### config.mk
export PLATFORM = sky130hd
export DESIGN_NAME = ipm_msrt_dp
export DESIGN_NICKNAME = d
export VERILOG_FILES = /design/src/sv/ipm_msrt_pkg.sv /design/src/sv/ipm_msrt_dp.sv
export SDC_FILE = /design/constraint.sdc
export NUM_CORES = 2
export LEC_CHECK = 0
export BUFFER_PORTS_ARGS = -buffer_cell sky130_fd_sc_hd__buf_2
export CAP_MARGIN = 30
export CORE_ASPECT_RATIO = 1.2
export CORE_MARGIN = 2
export CORE_UTILIZATION = 56
export CTS_CLUSTER_DIAMETER = 200
export DETAILED_ROUTE_END_ITERATION = 10
export GPL_TIMING_DRIVEN = 0
export PLACE_DENSITY = 0.74
export SLEW_MARGIN = 20
export SYNTH_ARGS = -nofsm -noshare
export SYNTH_HDL_FRONTEND = slang
export SYNTH_SLANG_ARGS = --single-unit
### constraint.sdc
create_clock -name clk_i -period 25 [get_ports clk_i]
set_input_delay 1.25 -clock clk_i [delete_from_list [all_inputs] [get_ports clk_i]]
set_output_delay 1.25 -clock clk_i [all_outputs]
set_load 0.01 [all_outputs]
### src/sv/ipm_msrt_pkg.sv
package ipm_msrt_pkg;

  localparam int VALUE_WIDTH = 32;
  localparam int STEP_FRAC   = 30;
  localparam int STEP_W      = STEP_FRAC + 1;
  localparam int PROD_W      = STEP_W + VALUE_WIDTH;
  localparam int PAIRS       = 4;
  localparam int PAIR_IDX_W  = $clog2(PAIRS);
  localparam int DIV_CNT_W   = $clog2(STEP_FRAC);

  localparam logic [STEP_W-1:0]     STEP_ONE      = STEP_W'(1) << STEP_FRAC;
  localparam logic [PAIR_IDX_W-1:0] LAST_PAIR_IDX = PAIR_IDX_W'(PAIRS - 1);
  localparam logic [DIV_CNT_W-1:0]  DIV_LAST      = DIV_CNT_W'(STEP_FRAC - 1);

  typedef struct packed {
    logic load;
    logic cmp;
    logic mul;
    logic div_step;
    logic emit;
  } cmd_t;

  typedef struct packed {
    logic lower;
    logic div_done;
    logic last;
  } status_t;

endpackage

### src/sv/ipm_msrt_dp.sv
module ipm_msrt_dp (
  input  logic                                             clk_i,
  input  logic                                             rst_ni,
  input  ipm_msrt_pkg::cmd_t                               cmd_i,
  output ipm_msrt_pkg::status_t                            status_o,
  input  logic signed [ipm_msrt_pkg::VALUE_WIDTH-1:0]      dual_lower_i,
  input  logic signed [ipm_msrt_pkg::VALUE_WIDTH-1:0]      dual_lower_step_i,
  input  logic signed [ipm_msrt_pkg::VALUE_WIDTH-1:0]      dual_upper_i,
  input  logic signed [ipm_msrt_pkg::VALUE_WIDTH-1:0]      dual_upper_step_i,
  input  logic signed [ipm_msrt_pkg::VALUE_WIDTH-1:0]      slack_lower_i,
  input  logic signed [ipm_msrt_pkg::VALUE_WIDTH-1:0]      slack_lower_step_i,
  input  logic signed [ipm_msrt_pkg::VALUE_WIDTH-1:0]      slack_upper_i,
  input  logic signed [ipm_msrt_pkg::VALUE_WIDTH-1:0]      slack_upper_step_i,
  input  logic                                             last_pair_i,
  output logic [ipm_msrt_pkg::STEP_W-1:0]                  step_length_o,
  output logic                                             step_clipped_o,
  output logic                                             bad_point_o
);
  import ipm_msrt_pkg::*;

  localparam int W = VALUE_WIDTH;

  function automatic logic [W-1:0] dir_mag(input logic [W-1:0] d);
    return ~d + W'(1);
  endfunction

  logic signed [W-1:0] val_q [PAIRS];
  logic signed [W-1:0] dir_q [PAIRS];
  logic                last_q;

  logic [STEP_W-1:0] step_d, step_q;
  logic              clip_d, clip_q;
  logic              bad_d, bad_q;

  logic [PROD_W-1:0] prod_d, prod_q;
  logic [W-1:0]      mul_dir;

  logic [W:0]           rem_q, rem_sh, rem_d;
  logic [W-1:0]         den_q;
  logic [STEP_FRAC-1:0] quo_q, quo_d;
  logic [DIV_CNT_W-1:0] dcnt_q;
  logic                 ge;

  logic              blocking, v_pos, bad_now, lower;
  logic [PROD_W-1:0] v_sh;

  // pair under test always sits in slot 0
  assign blocking = dir_q[0][W-1];
  assign v_pos    = !val_q[0][W-1] && (val_q[0] != '0);
  assign bad_now  = blocking && !v_pos;
  assign v_sh     = PROD_W'({val_q[0], {STEP_FRAC{1'b0}}});
  assign lower    = blocking && v_pos && (v_sh < prod_q);

  always_comb begin
    if (cmd_i.load) begin
      mul_dir = dual_lower_step_i;
    end else if (cmd_i.cmp) begin
      mul_dir = dir_q[1];
    end else begin
      mul_dir = dir_q[0];
    end
    prod_d = step_q * dir_mag(mul_dir);
    if (cmd_i.cmp && bad_now) begin
      prod_d = '0;
    end
  end

  assign rem_sh = {rem_q[W-1:0], 1'b0};
  assign ge     = rem_sh >= {1'b0, den_q};
  assign rem_d  = ge ? rem_sh - {1'b0, den_q} : rem_sh;
  assign quo_d  = {quo_q[STEP_FRAC-2:0], ge};

  assign status_o.lower    = cmd_i.cmp && lower;
  assign status_o.div_done = dcnt_q == DIV_LAST;
  assign status_o.last     = last_q;

  always_comb begin
    step_d = step_q;
    clip_d = clip_q;
    bad_d  = bad_q;
    if (cmd_i.cmp) begin
      if (bad_now) begin
        bad_d = 1'b1;
        if (step_q != '0) begin
          step_d = '0;
          clip_d = 1'b1;
        end
      end else if (lower) begin
        clip_d = 1'b1;
      end
    end
    if (cmd_i.div_step && status_o.div_done) begin
      step_d = STEP_W'(quo_d);
    end
    if (cmd_i.emit) begin
      step_d = STEP_ONE;
      clip_d = 1'b0;
      bad_d  = 1'b0;
    end
  end

  always_ff @(posedge clk_i or negedge rst_ni) begin
    if (!rst_ni) begin
      step_q <= STEP_ONE;
      clip_q <= 1'b0;
      bad_q  <= 1'b0;
    end else begin
      step_q <= step_d;
      clip_q <= clip_d;
      bad_q  <= bad_d;
    end
  end

  always_ff @(posedge clk_i) begin
    if (cmd_i.load) begin
      val_q[0] <= dual_lower_i;
      dir_q[0] <= dual_lower_step_i;
      val_q[1] <= dual_upper_i;
      dir_q[1] <= dual_upper_step_i;
      val_q[2] <= slack_lower_i;
      dir_q[2] <= slack_lower_step_i;
      val_q[3] <= slack_upper_i;
      dir_q[3] <= slack_upper_step_i;
      last_q   <= last_pair_i;
    end else if (cmd_i.cmp) begin
      for (int i = 0; i < PAIRS - 1; i++) begin
        val_q[i] <= val_q[i+1];
        dir_q[i] <= dir_q[i+1];
      end
    end
    if (cmd_i.load || cmd_i.cmp || cmd_i.mul) begin
      prod_q <= prod_d;
    end
    if (cmd_i.cmp && lower) begin
      rem_q  <= {1'b0, val_q[0]};
      den_q  <= dir_mag(dir_q[0]);
      quo_q  <= '0;
      dcnt_q <= '0;
    end else if (cmd_i.div_step) begin
      rem_q  <= rem_d;
      quo_q  <= quo_d;
      dcnt_q <= dcnt_q + DIV_CNT_W'(1);
    end
    if (cmd_i.emit) begin
      step_length_o  <= step_q;
      step_clipped_o <= clip_q;
      bad_point_o    <= bad_q;
    end
  end

endmodule

==> metrics.log <==
INFO  metric worst_path_arrival = 12.87 ns
INFO  metric start_util = 0.566
INFO  metric port_buffers = 299
INFO  metric avgRoutedWirePerCell = 26.1 µm
INFO  metric vdd_ir_drop_max = 64.2 µV
INFO  metric clock_skew = 0.0398 ns
INFO  metric worst_path_max_delay_cell = clkbuf_1
INFO  metric drt-total-wl = 181 mm
INFO  metric cp_top_family = adder cells
INFO  metric synthesis.yosys.warnings = 0
INFO  metric power_density = 44.3 nW/µm²
INFO  metric post-cts-setup-buffer-count = 0
INFO  metric grt_remaining_overflow = 0
INFO  metric r2r_slack = 13.27 ns
INFO  metric ys_ff_latch = 484
INFO  metric cts_inserted_buffers = 51
INFO  metric cap_viol_max_count = 0
INFO  metric cts-resized-gates = 0
INFO  metric num_io_pins = 300
INFO  metric min_delay_worst_endpoint = step_length_o[22]
INFO  metric worstPathBufferInverterCount = 12
INFO  metric most_frequent_cp_cell = fa_1
INFO  metric cts.root.buffer_cell = clkbuf_16
INFO  metric min_period = 12.51 ns
INFO  metric crit-reg2reg-launch = dir_q[0][2]
INFO  metric max_clock_freq = 0.0799 GHz
INFO  metric dp_hpwl = 146 mm
INFO  metric number_of_cells_on_the_critical_path = 34
INFO  metric dominantRegCellSynth = edfxtp_1
INFO  metric mostFrequentLayoutCell = inv_1
INFO  metric htreeDepth = 2
INFO  metric placementRows = 125
INFO  metric die_height = 347 µm
INFO  metric post_synth_inst_count = 5240
INFO  metric postSynthAreaPerCell = 10.5 µm²
INFO  metric cts_tree = done
INFO  metric slew_viol_final = 0
INFO  metric detail_route.vias_per_cell = 5.88
INFO  metric first_pass_iters = 8
INFO  metric grt_antenna_before_repair = 18
INFO  metric timing.critical_path.required = 25.35 ns
INFO  metric synth_async_sr_flop_share = 0.0682
INFO  metric worstHoldPathCells = 0
INFO  metric pin_count_of_the_biggest_net_entering_global_routing = 55
INFO  metric core_area = 96800 µm²
INFO  metric place.gp.congestion = 1.08
INFO  metric crit_path_end_kind = flop
INFO  metric grt_first_pass_wirelength = 267 mm
INFO  metric die-width = 289 µm
INFO  metric initialDrtViolationCount = 3869
INFO  metric area_delta_synth_final = 9.40%
INFO  metric track_usage = 0.369
INFO  metric yosys-top-cells-area = fa_1 32%, edfxtp_1 23%, ha_1 7.4%
INFO  metric r2r.worst_path.cells = 33
INFO  metric leakagePower = 28.3 nW
INFO  metric postLayoutCoreUtil = 0.619
INFO  metric rsz_0062_raised_after_global_routing = false
INFO  metric post-synth-top-area-fraction = 0.317
INFO  metric synth_enable_flop_cells = 417
INFO  metric mostFrequentLayoutCells = 900 x inv_1, 867 x fa_1, 607 x nand2_1, 515 x and2_1, 417 x edfxtp_1
INFO  metric num_vias = 40800
INFO  metric via_count_of_the_first_global_routing_pass = 43300
INFO  metric clkSinkCount = 484
INFO  metric final_layout_size_suffix_gt1_frac = 0.123
INFO  metric synth.yosys.seq_area_share = 0.256
INFO  metric cts_buffer_depth = 3
INFO  metric clkTransAtPathRegs = 0.06 ns
INFO  metric min_period_over_period = 0.500
INFO  metric crit_type = in2reg
INFO  metric yosysUniqueCellTypes = 84
INFO  metric cts_hold_buf = 0
INFO  metric total_power = 2.66 mW
INFO  metric die-area = 100000 µm²
INFO  metric type_of_the_most_critical_hold_path = reg2reg
INFO  metric synthesis.nets = 6695
INFO  metric result_of_the_run = complete, no violations
INFO  metric timing_worst_slew_pin_value = 1.17 ns
INFO  metric setup-tns-final = 0 ns
INFO  metric timing_hold_violations_final = 0
INFO  metric setup_viol_count_final = 0
INFO  metric insertion_delay = 0.63 ns
INFO  metric hold_path.startpoint = step_q[22]
INFO  metric post_synthesis_cell_area = 54800 µm²
INFO  metric reg2reg_to = prod_q[62]
INFO  metric critical_path_peak_fanout = 33
INFO  metric worst_path_largest_cell_delay = 0.75 ns
INFO  metric count_of_unresolved_drc_violations_after_routing = 0
INFO  metric yosys.area.top_type = fa_1
INFO  metric antenna_violating_nets_left = 0
INFO  metric cp-start-kind = input pin
INFO  metric max-slew-margin-rel = 0.223
INFO  metric nets = 7069
## layer usage
layer  global-route usage  vias to the layer above  routed length (µm)
met4                0.311                       22               19400
met3               0.0960                      851               17000
li1                     -                    17300                   -
met2                0.587                     2255               83800
met5                    0                        -                 122
met1                0.413                    20400               61100
## synth_stat cells (all sizes together), types with 5 or more instances
| library cell | number |
|---|---|
| o21bai | 22 |
| o21ai | 56 |
| mux2 | 202 |
| mux2i | 80 |
| a221oi | 5 |
| nor2b | 15 |
| and3 | 13 |
| buf | 66 |
| a21boi | 5 |
| nand4 | 46 |
| dfrtp | 32 |
| a211oi | 16 |
| nand2b | 9 |
| a21o | 55 |
| edfxtp | 417 |
| nor2 | 204 |
| nand2 | 607 |
| a22o | 32 |
| nor3 | 36 |
| xor2 | 53 |
| or4 | 5 |
| a21oi | 137 |
| or3 | 9 |
| nand3 | 37 |
| dfxtp | 34 |
| xnor2 | 91 |
| ha | 324 |
| and2 | 515 |
| nor4 | 32 |
| inv | 901 |
| clkbuf | 214 |
| o21a | 12 |
| a31oi | 23 |
| fa | 867 |
## metrics by stage
stage                     hold slack, ns  std cells  setup WS, ns  instance area (µm²)
after floorplan                    0.423       5240         15.00                54800
after global placement             0.428       6809         11.02                57800
after detailed placement           0.439       6822         12.13                58100
after CTS                          0.453       6915         12.77                59800
after global routing               0.466       6925         12.06                59900
final                              0.450       6941         12.49                59900
## cells by family after synthesis
family,count (synthesis),synth area share
muxes,282,0.0573
and+or+nand+nor,1550,0.140
DFF,484,0.256
xor gates and xnor gates,144,0.0230
adders and majority gates,1191,0.391
buffers and inverters,1181,0.0829
AOI/OAI and AO/OA,408,0.0495
## registers in the layout (all words and copies together) (netlist names)
name	flops
den_q	32
clip_q	1
dcnt_q	5
step_q	31
prod_q	63
step_length_o	31
dir_q	128
step_clipped_o	1
rem_q	32
bad_q	1
val_q	128
bad_point_o	1
quo_q	29
last_q	1
## worst max-delay path by stage
stage / to / from
finish: prod_q[62] / cmd_i[4]
global route: prod_q[62] / cmd_i[4]
CTS: prod_q[62] / cmd_i[4]
detailed placement: prod_q[62] / cmd_i[4]
global placement: prod_q[62] / cmd_i[4]
floorplan: prod_q[62] / cmd_i[4]
## where the power goes
part | internal (mW) | total, mW | switching (mW) | leakage [nW]
Clock | 0.416 | 0.743 | 0.327 | 0.804
Sequential | 1.01 | 1.08 | 0.0731 | 4.99
Combinational | 0.313 | 0.828 | 0.515 | 22.5
Total | 1.74 | 2.66 | 0.916 | 28.3
## cell type report
class / count / area, µm²
inverters: 901 / 3380
fillers: 8072 / 36900
flip-flops and latches: 484 / 14000
plain buffers: 280 / 1160
repair buffers: 321 / 1860
diodes: 17 / 42.5
multi-input cells: 3575 / 36200
clock buffers: 63 / 1370
clock inverters: 30 / 264
well taps: 1270 / 1590
Power figures use the tool's default switching activity.
